==> config.mk <==
export PLATFORM = sky130hd
export DESIGN_NAME = heatmap_peak_detect_unit_flat
export DESIGN_NICKNAME = d
export VERILOG_FILES = /design/src/rtl/hpd_pkg.sv /design/src/rtl/hpd_sample_if.sv /design/src/rtl/hpd_cell.sv /design/src/rtl/hpd_result_fifo.sv /design/src/rtl/heatmap_peak_detect_unit.sv /design/src/flat_wrapper.sv
export VERILOG_INCLUDE_DIRS = /design/src /design/src/rtl
export SDC_FILE = /design/constraint.sdc
export NUM_CORES = 2
export LEC_CHECK = 0
export ABC_AREA = 1
export BUFFER_PORTS_ARGS = -buffer_cell sky130_fd_sc_hd__clkbuf_2
export CAP_MARGIN = 20
export CORE_AREA = 2 2 446 448
export CTS_CLUSTER_DIAMETER = 100
export DETAILED_ROUTE_END_ITERATION = 10
export DIE_AREA = 0 0 448 450
export GPL_TIMING_DRIVEN = 0
export PLACE_DENSITY = 0.35
export SETUP_SLACK_MARGIN = 0.3
export SLEW_MARGIN = 5
export SYNTH_ARGS = -nofsm -noshare
export SYNTH_HDL_FRONTEND = slang
export SYNTH_HIERARCHICAL = 1
export SYNTH_SLANG_ARGS = --single-unit
==> constraint.sdc <==
create_clock -name clk -period 21.2 [get_ports clk]
set_input_delay 5.3 -clock clk [delete_from_list [all_inputs] [get_ports clk]]
set_output_delay 5.3 -clock clk [all_outputs]
set_load 0.05 [all_outputs]
==> src/rtl/heatmap_peak_detect_unit_defines.svh <==
// Assertion macros for the heatmap peak detector.
// Expects clk and rst in scope at the point of use.
`ifndef HEATMAP_PEAK_DETECT_UNIT_DEFINES_SVH
`define HEATMAP_PEAK_DETECT_UNIT_DEFINES_SVH

// check in the same cycle
`define HPD_ASSERT_NOW(label, ante, cons, msg) \
  label: assert property (@(posedge clk) disable iff (rst) (ante) |-> (cons)) \
    else $error(msg);

// check in the following cycle
`define HPD_ASSERT_NEXT(label, ante, cons, msg) \
  label: assert property (@(posedge clk) disable iff (rst) (ante) |=> (cons)) \
    else $error(msg);

`endif

==> src/rtl/hpd_pkg.sv <==
// Shared constants, types and helpers of the heatmap peak detector.
// No dependencies.
`default_nettype none

package hpd_pkg;

  localparam int MAP_SIZE   = 16;
  localparam int COORD_W    = (MAP_SIZE > 1) ? $clog2(MAP_SIZE) : 1;
  localparam int SAMPLE_W   = 16;
  localparam int THR_W      = 15;
  localparam int TOTAL_W    = 8;
  localparam int CHAIN_LEN  = 2 * MAP_SIZE;
  localparam int FIFO_DEPTH = 4;
  localparam int FIFO_PTR_W = $clog2(FIFO_DEPTH);
  localparam int FIFO_CNT_W = $clog2(FIFO_DEPTH + 1);
  localparam int CFG_ADDR_W = 3;
  localparam int CFG_DATA_W = 32;

  localparam logic [COORD_W-1:0] LAST_COORD = COORD_W'(MAP_SIZE - 1);
  localparam logic [SAMPLE_W-1:0] SAMPLE_MIN = {1'b1, {(SAMPLE_W-1){1'b0}}};
  localparam logic [THR_W-1:0] THR_RESET = THR_W'(1638);

  localparam logic KIND_PEAK    = 1'b0;
  localparam logic KIND_SUMMARY = 1'b1;

  localparam logic REG_PEAK_THR  = 1'b0;
  localparam logic REG_VALID_THR = 1'b1;

  typedef logic signed [SAMPLE_W-1:0] sample_t;

  typedef struct packed {
    logic               item_kind;
    logic [3:0]         peak_row;
    logic [3:0]         peak_column;
    logic               map_valid;
    logic [TOTAL_W-1:0] peak_total;
    logic               last_of_run;
  } result_t;

  function automatic logic [3:0] to_coord4(input logic [COORD_W-1:0] x);
    logic [COORD_W+3:0] wide;
    wide = {4'b0000, x};
    return wide[3:0];
  endfunction

  function automatic logic [TOTAL_W-1:0] sat_inc(input logic [TOTAL_W-1:0] x);
    return (x == {TOTAL_W{1'b1}}) ? x : x + TOTAL_W'(1);
  endfunction

endpackage

`default_nettype wire

==> src/rtl/hpd_sample_if.sv <==
// Sample and result channels of the heatmap peak detector.
// Depends on hpd_pkg.
`default_nettype none

interface hpd_sample_if import hpd_pkg::*; ();
  logic    valid;
  logic    ready;
  sample_t sample_value;

  modport source (output valid, output sample_value, input ready);
  modport sink (input valid, input sample_value, output ready);
endinterface

interface hpd_result_if import hpd_pkg::*; ();
  logic               valid;
  logic               ready;
  logic               item_kind;
  logic [3:0]         peak_row;
  logic [3:0]         peak_column;
  logic               map_valid;
  logic [TOTAL_W-1:0] peak_total;
  logic               last_of_run;

  modport source (output valid, output item_kind, output peak_row, output peak_column,
                  output map_valid, output peak_total, output last_of_run, input ready);
  modport sink (input valid, input item_kind, input peak_row, input peak_column,
                input map_valid, input peak_total, input last_of_run, output ready);
endinterface

`default_nettype wire

==> src/rtl/hpd_cell.sv <==
// One tap of the sample chain: holds a sample and hands it on per beat.
// Depends on hpd_pkg.
`default_nettype none

module hpd_cell import hpd_pkg::*; (
  input  wire logic    clk,
  input  wire logic    shift,
  input  wire sample_t sample_in,
  output sample_t      sample_out
);

  always_ff @(posedge clk) begin
    if (shift) begin
      sample_out <= sample_in;
    end
  end

endmodule

`default_nettype wire

==> src/rtl/hpd_result_fifo.sv <==
// Small result queue between the peak logic and the output channel.
// Depends on hpd_pkg.
`default_nettype none

module hpd_result_fifo import hpd_pkg::*; (
  input  wire logic    clk,
  input  wire logic    rst,
  input  wire logic    push,
  input  wire result_t push_item,
  output logic         full,
  output logic         out_valid,
  input  wire logic    out_ready,
  output result_t      out_item
);

  result_t                slots [0:FIFO_DEPTH-1];
  logic [FIFO_PTR_W-1:0]  wr_ptr;
  logic [FIFO_PTR_W-1:0]  rd_ptr;
  logic [FIFO_CNT_W-1:0]  count;
  logic                   pop;
  logic                   do_push;

  assign full      = (count == FIFO_CNT_W'(FIFO_DEPTH));
  assign out_valid = (count != '0);
  assign pop       = out_valid && out_ready;
  assign do_push   = push && !full;
  assign out_item  = slots[rd_ptr];

  always_ff @(posedge clk) begin
    if (do_push) begin
      slots[wr_ptr] <= push_item;
    end
  end

  always_ff @(posedge clk) begin
    if (rst) begin
      wr_ptr <= '0;
      rd_ptr <= '0;
      count  <= '0;
    end else begin
      if (do_push) begin
        wr_ptr <= wr_ptr + FIFO_PTR_W'(1);
      end
      if (pop) begin
        rd_ptr <= rd_ptr + FIFO_PTR_W'(1);
      end
      case ({do_push, pop})
        2'b10:   count <= count + FIFO_CNT_W'(1);
        2'b01:   count <= count - FIFO_CNT_W'(1);
        default: count <= count;
      endcase
    end
  end

endmodule

`default_nettype wire

==> src/rtl/heatmap_peak_detect_unit.sv <==
// Heatmap peak detector: takes one sample per cycle, a map of MAP_SIZE x MAP_SIZE
// samples in row-major order, and reports each 4-neighbour peak one row late
// from a 2*MAP_SIZE tap chain, then one summary beat per map. Results leave
// through a 4-entry queue, one per cycle when taken. The last row is judged
// at once on the final sample; its peaks and the summary drain one per cycle
// while the queue has room, in the first row of the next map; input pauses only
// on a full queue or a drain still running into the next map's second row.
// Depends on hpd_pkg, hpd_sample_if, hpd_result_if, hpd_cell, hpd_result_fifo.
`default_nettype none
`include "heatmap_peak_detect_unit_defines.svh"

module heatmap_peak_detect_unit import hpd_pkg::*; (
  input  wire logic                  clk,
  input  wire logic                  rst,
  hpd_sample_if.sink                 samples,
  hpd_result_if.source               results,
  input  wire logic                  psel,
  input  wire logic                  penable,
  input  wire logic                  pwrite,
  input  wire logic [CFG_ADDR_W-1:0] paddr,
  input  wire logic [CFG_DATA_W-1:0] pwdata,
  output logic      [CFG_DATA_W-1:0] prdata,
  output logic                       pready
);

  function automatic logic peak_test(input sample_t x, input sample_t u, input sample_t d,
                                     input sample_t l, input sample_t r,
                                     input logic [THR_W-1:0] thr);
    sample_t t;
    t = $signed({1'b0, thr});
    return (x > u) && (x > d) && (x > l) && (x > r) && (x > t);
  endfunction

  logic [THR_W-1:0]   peak_threshold;
  logic [THR_W-1:0]   valid_threshold;

  sample_t            tap [0:CHAIN_LEN];
  logic [COORD_W-1:0] row_cnt;
  logic [COORD_W-1:0] col_cnt;
  sample_t            map_maximum;
  sample_t            max_next;
  logic [TOTAL_W-1:0] peak_counter;

  logic [MAP_SIZE-1:0] row_flags;
  logic [MAP_SIZE-1:0] pend_mask;
  logic                summary_pending;
  logic [TOTAL_W-1:0]  sum_total;
  logic                sum_max_ok;
  logic [COORD_W-1:0]  pick_col;

  logic    in_acc;
  logic    map_end;
  logic    beat_peak;
  logic    drain_busy;
  logic    drain_push;
  logic    fifo_push;
  logic    fifo_full;
  logic    fifo_valid;
  logic    valid_summary;
  result_t push_item;
  result_t out_item;
  sample_t up_s;
  sample_t left_s;
  sample_t right_s;

  // configuration port
  assign pready = 1'b1;
  assign prdata = (paddr[2] == REG_VALID_THR) ? CFG_DATA_W'(valid_threshold)
                                              : CFG_DATA_W'(peak_threshold);

  always_ff @(posedge clk) begin
    if (rst) begin
      peak_threshold  <= THR_RESET;
      valid_threshold <= THR_RESET;
    end else if (psel && penable && pwrite) begin
      case (paddr[2])
        REG_PEAK_THR:  peak_threshold  <= pwdata[THR_W-1:0];
        REG_VALID_THR: valid_threshold <= pwdata[THR_W-1:0];
        default:       peak_threshold  <= peak_threshold;
      endcase
    end
  end

  // sample chain
  assign tap[0] = samples.sample_value;

  for (genvar i = 0; i < CHAIN_LEN; i++) begin : g_chain
    hpd_cell u_cell (
      .clk        (clk),
      .shift      (in_acc),
      .sample_in  (tap[i]),
      .sample_out (tap[i+1])
    );
  end

  assign drain_busy    = (pend_mask != '0) || summary_pending;
  assign samples.ready = drain_busy ? (row_cnt == '0) : !fifo_full;
  assign in_acc        = samples.valid && samples.ready;
  assign map_end       = in_acc && (row_cnt == LAST_COORD) && (col_cnt == LAST_COORD);

  // window around the cell one row back
  assign up_s    = (row_cnt > COORD_W'(1)) ? tap[CHAIN_LEN] : '0;
  assign left_s  = (col_cnt != '0) ? tap[MAP_SIZE+1] : '0;
  assign right_s = (col_cnt != LAST_COORD) ? tap[MAP_SIZE-1] : '0;
  assign beat_peak = in_acc && (row_cnt != '0) &&
                     peak_test(tap[MAP_SIZE], up_s, tap[0], left_s, right_s, peak_threshold);

  // last row, judged on its final sample with zero below
  for (genvar k = 0; k < MAP_SIZE; k++) begin : g_last_row
    sample_t lft;
    sample_t rgt;
    if (k > 0) begin : g_l
      assign lft = tap[MAP_SIZE-k];
    end else begin : g_l0
      assign lft = '0;
    end
    if (k < MAP_SIZE - 1) begin : g_r
      assign rgt = tap[MAP_SIZE-2-k];
    end else begin : g_r0
      assign rgt = '0;
    end
    assign row_flags[k] = peak_test(tap[MAP_SIZE-1-k], tap[CHAIN_LEN-1-k], '0, lft, rgt,
                                    peak_threshold);
  end

  assign max_next = (samples.sample_value > map_maximum) ? samples.sample_value : map_maximum;

  always_ff @(posedge clk) begin
    if (rst) begin
      row_cnt      <= '0;
      col_cnt      <= '0;
      map_maximum  <= SAMPLE_MIN;
      peak_counter <= '0;
    end else if (in_acc) begin
      if (col_cnt == LAST_COORD) begin
        col_cnt <= '0;
        row_cnt <= (row_cnt == LAST_COORD) ? '0 : row_cnt + COORD_W'(1);
      end else begin
        col_cnt <= col_cnt + COORD_W'(1);
      end
      if (map_end) begin
        map_maximum  <= SAMPLE_MIN;
        peak_counter <= '0;
      end else begin
        map_maximum  <= max_next;
        peak_counter <= beat_peak ? sat_inc(peak_counter) : peak_counter;
      end
    end
  end

  // drain of last-row peaks and summary
  always_comb begin
    pick_col = '0;
    for (int k = MAP_SIZE - 1; k >= 0; k--) begin
      if (pend_mask[k]) begin
        pick_col = COORD_W'(k);
      end
    end
  end

  assign drain_push = drain_busy && !fifo_full;

  always_ff @(posedge clk) begin
    if (rst) begin
      pend_mask       <= '0;
      summary_pending <= 1'b0;
    end else if (map_end) begin
      pend_mask       <= row_flags;
      summary_pending <= 1'b1;
    end else if (drain_push) begin
      if (pend_mask != '0) begin
        pend_mask <= pend_mask & (pend_mask - MAP_SIZE'(1));
      end else begin
        summary_pending <= 1'b0;
      end
    end
  end

  always_ff @(posedge clk) begin
    if (map_end) begin
      sum_total  <= beat_peak ? sat_inc(peak_counter) : peak_counter;
      sum_max_ok <= (max_next >= $signed({1'b0, valid_threshold}));
    end else if (drain_push && (pend_mask != '0)) begin
      sum_total <= sat_inc(sum_total);
    end
  end

  always_comb begin
    push_item = '0;
    if (beat_peak) begin
      push_item.item_kind   = KIND_PEAK;
      push_item.peak_row    = to_coord4(row_cnt - COORD_W'(1));
      push_item.peak_column = to_coord4(col_cnt);
    end else if (pend_mask != '0) begin
      push_item.item_kind   = KIND_PEAK;
      push_item.peak_row    = to_coord4(LAST_COORD);
      push_item.peak_column = to_coord4(pick_col);
    end else begin
      push_item.item_kind   = KIND_SUMMARY;
      push_item.map_valid   = sum_max_ok && (sum_total != '0);
      push_item.peak_total  = sum_total;
      push_item.last_of_run = 1'b1;
    end
  end

  assign fifo_push = beat_peak || drain_push;

  hpd_result_fifo u_fifo (
    .clk       (clk),
    .rst       (rst),
    .push      (fifo_push),
    .push_item (push_item),
    .full      (fifo_full),
    .out_valid (fifo_valid),
    .out_ready (results.ready),
    .out_item  (out_item)
  );

  assign results.valid       = fifo_valid;
  assign results.item_kind   = out_item.item_kind;
  assign results.peak_row    = out_item.peak_row;
  assign results.peak_column = out_item.peak_column;
  assign results.map_valid   = out_item.map_valid;
  assign results.peak_total  = out_item.peak_total;
  assign results.last_of_run = out_item.last_of_run;

  assign valid_summary = results.valid && (results.item_kind == KIND_SUMMARY) &&
                         results.map_valid;

  `HPD_ASSERT_NEXT(a_summary_armed, map_end, summary_pending, "summary not armed at map end")
  `HPD_ASSERT_NOW(a_one_source, beat_peak, !drain_busy, "peak beat during drain")
  `HPD_ASSERT_NOW(a_queue_room, fifo_push, !fifo_full, "push into full result queue")
  `HPD_ASSERT_NOW(a_valid_has_peaks, valid_summary, results.peak_total != '0, "valid map without peaks")

endmodule

`default_nettype wire
==> src/flat_wrapper.sv <==
// flat-port wrapper written by rule: the top's interface ports become plain ports
module heatmap_peak_detect_unit_flat import hpd_pkg::*;
  (clk, rst, psel, penable, pwrite, paddr, pwdata, prdata, pready, samples_valid, samples_sample_value, samples_ready, results_valid, results_item_kind, results_peak_row, results_peak_column, results_map_valid, results_peak_total, results_last_of_run, results_ready);
  hpd_sample_if samples_i ();
  hpd_result_if results_i ();
  input  wire logic clk;
  input  wire logic rst;
  input  wire logic psel;
  input  wire logic penable;
  input  wire logic pwrite;
  input  wire logic [CFG_ADDR_W-1:0] paddr;
  input  wire logic [CFG_DATA_W-1:0] pwdata;
  output logic      [CFG_DATA_W-1:0] prdata;
  output logic pready;
  input wire logic [$bits(samples_i.valid)-1:0] samples_valid;
  input wire logic [$bits(samples_i.sample_value)-1:0] samples_sample_value;
  output wire logic [$bits(samples_i.ready)-1:0] samples_ready;
  output wire logic [$bits(results_i.valid)-1:0] results_valid;
  output wire logic [$bits(results_i.item_kind)-1:0] results_item_kind;
  output wire logic [$bits(results_i.peak_row)-1:0] results_peak_row;
  output wire logic [$bits(results_i.peak_column)-1:0] results_peak_column;
  output wire logic [$bits(results_i.map_valid)-1:0] results_map_valid;
  output wire logic [$bits(results_i.peak_total)-1:0] results_peak_total;
  output wire logic [$bits(results_i.last_of_run)-1:0] results_last_of_run;
  input wire logic [$bits(results_i.ready)-1:0] results_ready;
  assign samples_i.valid = samples_valid;
  assign samples_i.sample_value = samples_sample_value;
  assign samples_ready = samples_i.ready;
  assign results_valid = results_i.valid;
  assign results_item_kind = results_i.item_kind;
  assign results_peak_row = results_i.peak_row;
  assign results_peak_column = results_i.peak_column;
  assign results_map_valid = results_i.map_valid;
  assign results_peak_total = results_i.peak_total;
  assign results_last_of_run = results_i.last_of_run;
  assign results_i.ready = results_ready;
  heatmap_peak_detect_unit u_core (.clk(clk), .rst(rst), .samples(samples_i), .results(results_i), .psel(psel), .penable(penable), .pwrite(pwrite), .paddr(paddr), .pwdata(pwdata), .prdata(prdata), .pready(pready));
endmodule
---- After elaboration in Yosys (flattened, before gate mapping) ----
Memory sizes are Yosys's and may differ from the RTL's. A register that Yosys moved wholly into a read port is not among the register bits.
Cells that the tools add are included.
storage, ports and cells
  memories ................................ 1
  bits in registers ....................... 607
  bits of input ports ..................... 58
  memory bits (writable) .................. 76
memory list
  memory               depth  width  rd ports  clocked after memory_dff  write ports  line                   source
  u_core.u_fifo.slots  4      19     1         1                         1            hpd_result_fifo.sv:16  result_t slots [0:FIFO_DEPTH-1];
operators by class
  $add $sub $neg .......................... 10
  reduce and logical (&&, ||, !) cells .... 99
  magnitude comparators ................... 86
  bitwise logic cells ..................... 2
  mux-type cells .......................... 47
  equality and inequality tests ........... 10
operators with widths
  operator                 number
  $gt A16 B16 Y1           68
  $gt A16 B1 Y1 const B    16
  $mux W16                 8
  $logic_and A1 B1 Y1      80
  $mux W4                  18
  $mux W8                  7
  $mux W10                 2
  $add A8 B1 Y8 const B    2
  $and A16 B16 Y16         1
  $eq A8 B8 Y1 const B     2
  $ge A16 B16 Y1           1
  $reduce_bool A16 Y1      1
  $sub A16 B1 Y16 const B  1
  $mux W15                 1
  $reduce_and A2 Y1        6
  $mux W9                  1
  $add A4 B1 Y4 const B    2
  $eq A4 B4 Y1 const B     2
  $reduce_bool A2 Y1       4
  $reduce_bool A4 Y1       2
  $reduce_bool A8 Y1       1
  $mux W1                  7
  $pmux W3 S2              1
  $add A2 B1 Y2 const B    2
  other kinds (15)         18

---- Longest topological paths before layout ----
  depth in word-level cells ............... 18
  depth in mapped cells ................... 30
  gate-level depth less buffers ........... 29

---- Cells and area by module ----
The synthesis kept the hierarchy.
modules (own cells, without submodules)
  module                    times used  seq. area each (um^2)  cells each  area an instance (um^2)
  heatmap_peak_detect_unit  1           1851.8                 3963        26297.7
  hpd_cell                  32          480.5                  16          480.5
  hpd_result_fifo           1           2462.4                 253         3394.5

---- Worst setup path after synthesis ----
No wires, ideal clock.
  kind .................................... input-to-reg
  start ................................... input port samples_valid
  end ..................................... register u_core.sum_total[1], data pin
  setup slack ............................. 8.878 ns
  arrival ................................. 12.069 ns
  stages on the path ...................... 6
  library setup time ...................... 0.254 ns
  path through ............................ nand2_2 inv_2 nand3_2 buf_2 nand2_1 nand2_1
on the way
  longest elaborated chain between the ends .. 5
  elaborated cells between the ends (all ways) .. 7
  classes of those cells .................. mux: 2; reduce/logical: 5
ends and longest elaborated chain
  item                              line                             source
  from (decl)                       flat_wrapper.sv:15               input wire logic [$bits(samples_i.valid)-1:0] samples_valid;
  $logic_and A1 B1 Y1 *             heatmap_peak_detect_unit.sv:98   assign in_acc = samples.valid && samples.ready;
  via u_core.in_acc                 heatmap_peak_detect_unit.sv:51   logic in_acc;
  $logic_and A1 B1 Y1 (2 in a row)  heatmap_peak_detect_unit.sv:105  assign beat_peak = in_acc && (row_cnt != '0) &&
  $mux W8                           -
  $mux W8 *                         heatmap_peak_detect_unit.sv:180  if (map_end) begin
  to (signal assigned)              heatmap_peak_detect_unit.sv:181  sum_total <= beat_peak ? sat_inc(peak_counter) : peak_counter;
  to (signal assigned)              heatmap_peak_detect_unit.sv:184  sum_total <= sat_inc(sum_total);
  to (decl)                         heatmap_peak_detect_unit.sv:47   logic [TOTAL_W-1:0] sum_total;
The timed path passes the listed nets; every way through them passes the cells marked *.
A chain may end at the register's enable or synchronous reset.

---- Worst setup path after layout ----
  start ................................... input port paddr[2]
  end ..................................... output port prdata[13]
on the way
  longest elaborated chain between the ends .. 1
ends and longest elaborated chain
  item         line                            source
  from (decl)  flat_wrapper.sv:11              input wire logic [CFG_ADDR_W-1:0] paddr;
  $mux W15     heatmap_peak_detect_unit.sv:68  assign prdata = (paddr[2] == REG_VALID_THR) ? CFG_DATA_W'(valid_threshold)
  to (decl)    flat_wrapper.sv:13              output logic [CFG_DATA_W-1:0] prdata;
No other way between the ends.

==> qor.yml <==
global_route:
  grt_pass1_vias: 33800
  grtUsageTotal_pct: 14.6
  grt_max_degree: 117
  antenna_found_initial: 1
  grt-ovfl-total: 0
  grt_pass1_wl_um: 220000
setup_path:
  path_max_fanout: 10
  cp-end-kind: "output pin"
  critPathKind: "in2out"
  critPathLaunchType: "input port"
  r2r_start: "u_core/row_cnt[0]"
  crit_arrival_ns: 6.78
  critPathLaunch: "paddr[2]"
  crit_required_ns: 15.90
clock_network:
  clk_pin_slew_worst_paths_ns: 0.05
  cts_tree: "done"
  numCtsBuffers: 92
  cts-hold-fix-buffers: 0
  cts_num_sinks: 685
  cts_buffer_depth: 3
  cts_root_buf: "clkbuf_16"
  cts_resized: 0
  h-tree-depth: 3
  clk_latency_ns: 0.71
  cts_setup_buffers: 0
detailed_routing:
  vias: 33700
  ant_nets: 0
  routedWlPerCell_um: 19.3
  remaining_drc_errors: 0
  dr.pass1.iters: 6
  drtIter0Drc: 1799
  drt-total-wl_um: 148000
  routed_via_density: 4.40
sta:
  relSlewSlack_pct: 30.5
  finClkSkew_ns: 0.0267
  setup-tns-final_ns: 0
  finalHoldViolCount: 0
  finalSetupViolations: 0
  tightestPinTransition_ns: 1.03
  period_share_pct: 57.0
  min_period_ns: 12.08
  slew_violations: 0
  rsz0062_at_grt: "false"
  max_freq_mhz: 82.8
yosys:
  ys_dominant_reg_cell: "edfxtp_1"
  synth-warning-count: 6
  synth_top_area_share_pct: 39.8
  synth_area_per_cell_um2: 9.53
  netlist_top_cells_area: "edfxtp_1 40%, ha_1 23%, inv_1 6.5%"
  synthArstFlopShare_pct: 0
  netlist_instances: 4728
  synth-edff-count: 597
  yosys.area.top_type: "edfxtp_1"
  netlist_area_um2: 45100
  yosysMostFrequentCell: "ha_1"
  ys_ff_latch: 685
  yosysSeqAreaShare_pct: 43.7
  synthDistinctLibCells: 60
  synthTopCellsByCount: "843 x ha_1, 780 x inv_1, 696 x nand2_1"
power_and_ir_drop:
  power_w: 0.00412
  p_leak_nw: 23.5
  p_per_area_nw_per_um2: 78.6
  ir_worst_vdd_v: 0.0000586
place:
  port_buffers: 74
  globalplace.congestion: 0.798
  dp_hpwl_um: 113000
floorplanning:
  row_count: 163
  initial_core_util_pct: 22.9
  chipWidth_um: 448
  die_y_um: 450
  ios: 112
  dieArea_um2: 202000
  coreArea_um2: 197000
layout:
  syn2layout_area_growth_pct: 16.2
  nNetsFinal: 5841
  drive_above_1_share_pct: 7.04
  fill_cells: 21000
flow_run:
  drv_cap: 0
status:
  status: "finished clean"
min_path:
  hp-class: "reg2reg"
  min_from: "u_core/g_chain[23].u_cell/sample_out[14]"
==> cell usage in the layout (no fill, tap or decap), types with 15 or more instances in the layout <==
| master | Yosys | routed |
|---|---|---|
| clkbuf_1 | 27 | 44 |
| clkinv_1 | 2 | 22 |
| and2_1 | 18 | 18 |
| nand4_1 | 127 | 127 |
| o21a_1 | 22 | 22 |
| clkbuf_2 | 1 | 75 |
| o211ai_1 | 39 | 39 |
| nor2_1 | 278 | 274 |
| dfxtp_1 | 88 | 87 |
| a31oi_1 | 15 | 15 |
| o22ai_1 | 20 | 20 |
| nor3_1 | 72 | 72 |
| o21bai_1 | 15 | 15 |
| a21oi_1 | 428 | 428 |
| inv_2 | 9 | 22 |
| clkinv_2 | 0 | 18 |
| conb_1 | 2 | 18 |
| o21ai_0 | 219 | 219 |
| clkbuf_16 | 0 | 92 |
| buf_12 | 2 | 18 |
| edfxtp_1 | 597 | 597 |
| nor2_2 | 18 | 22 |
| a211oi_1 | 21 | 21 |
| ha_1 | 843 | 843 |
| inv_1 | 780 | 766 |
| nand2_1 | 696 | 696 |
| buf_4 | 19 | 20 |
| nor4_1 | 47 | 47 |
| nand3_1 | 208 | 208 |
==> worst max-delay path: stages <==
cell and delay [ns]:
clkbuf_2 0.11, clkbuf_1 0.32, clkbuf_1 0.44, nand2_1 0.09, o21ai_0 0.16, clkbuf_2 0.35
==> state kept, by name, summed over array words and instances, names as in the netlist, named ones only <==
| signal | count |
|---|---|
| u_core/sum_total | 8 |
| u_core/summary_pending | 1 |
| u_core/row_cnt | 4 |
| u_core/u_fifo/wr_ptr | 2 |
| u_core/valid_threshold | 15 |
| u_core/g_chain.u_cell/sample_out | 512 |
| u_core/sum_max_ok | 1 |
| u_core/col_cnt | 4 |
| u_core/u_fifo/count | 3 |
| u_core/peak_threshold | 15 |
| u_core/peak_counter | 8 |
| u_core/pend_mask | 16 |
| u_core/u_fifo/slots | 76 |
| u_core/map_maximum | 16 |
| u_core/u_fifo/rd_ptr | 2 |
==> through the flow <==
stage / worst slack [ns] / hold slack [ns] / util (%) / instance area (µm²) / cells
after floorplan: 8.88 / 0.426 / - / 45100 / 4744
after global placement: 4.22 / 0.438 / 24.8 / 48800 / 7458
after detailed placement: 9.10 / 0.434 / 25.1 / 49400 / 7485
after CTS: 9.10 / 0.446 / 26.6 / 52400 / 7656
after global routing: 8.97 / 0.457 / 26.6 / 52400 / 7656
final: 9.12 / 0.446 / 26.6 / 52400 / 7658
==> cells by family after synthesis <==
logic type,Yosys count,synth area share (%)
compound gates,813,9.89
xor+xnor,15,0.291
fa+ha+maj,844,23.4
buf+inv,852,7.49
flops,685,43.7
other cells,2,0.0167
simple gates,1517,15.2
==> routing by layer <==
metal / up-vias / part of all wire [%] / track usage (%)
met1: 16100 / 47 / 19.4
met2: 444 / 48 / 25.1
met4: 0 / 1.9 / 3.42
li1: 17000 / - / -
met3: 139 / 3.2 / 1.65
met5: - / 0 / 0
==> layout make-up <==
type | count | area [µm²] | share of cell area (%)
Antenna cell | 2 | 5.00 | 0.00955
Clock buffer | 113 | 2420 | 4.62
Tap cell | 2640 | 3300 | 6.31
Timing Repair Buffer | 101 | 920 | 1.76
Clock inverter | 58 | 587 | 1.12
Buffer | 60 | 400 | 0.764
Sequential cell | 685 | 19700 | 37.6
Inverter | 792 | 2980 | 5.69
Multi-Input combinational cell | 3207 | 22100 | 42.1
==> power by group <==
part	leakage [nW]	total (W)	switching [W]	internal, W
registers	6.50	0.00173	0.000142	0.00159
logic	15.5	0.000818	0.000518	0.000300
clock network	1.46	0.00157	0.000664	0.000904
total	23.5	0.00412	0.00132	0.00280
==> final timing paths <==
path	end	slack [ns]	cells past startpoint
worst max-delay path	prdata[13]	9.12	6
worst min-delay path	u_core/g_chain[24].u_cell/sample_out[14]	0.45	0
worst max register to register	u_core/u_fifo/slots[3][11]	14.98	19
worst min register to register	u_core/g_chain[24].u_cell/sample_out[14]	0.45	0
No activity file was read; power rests on OpenSTA's default activity.
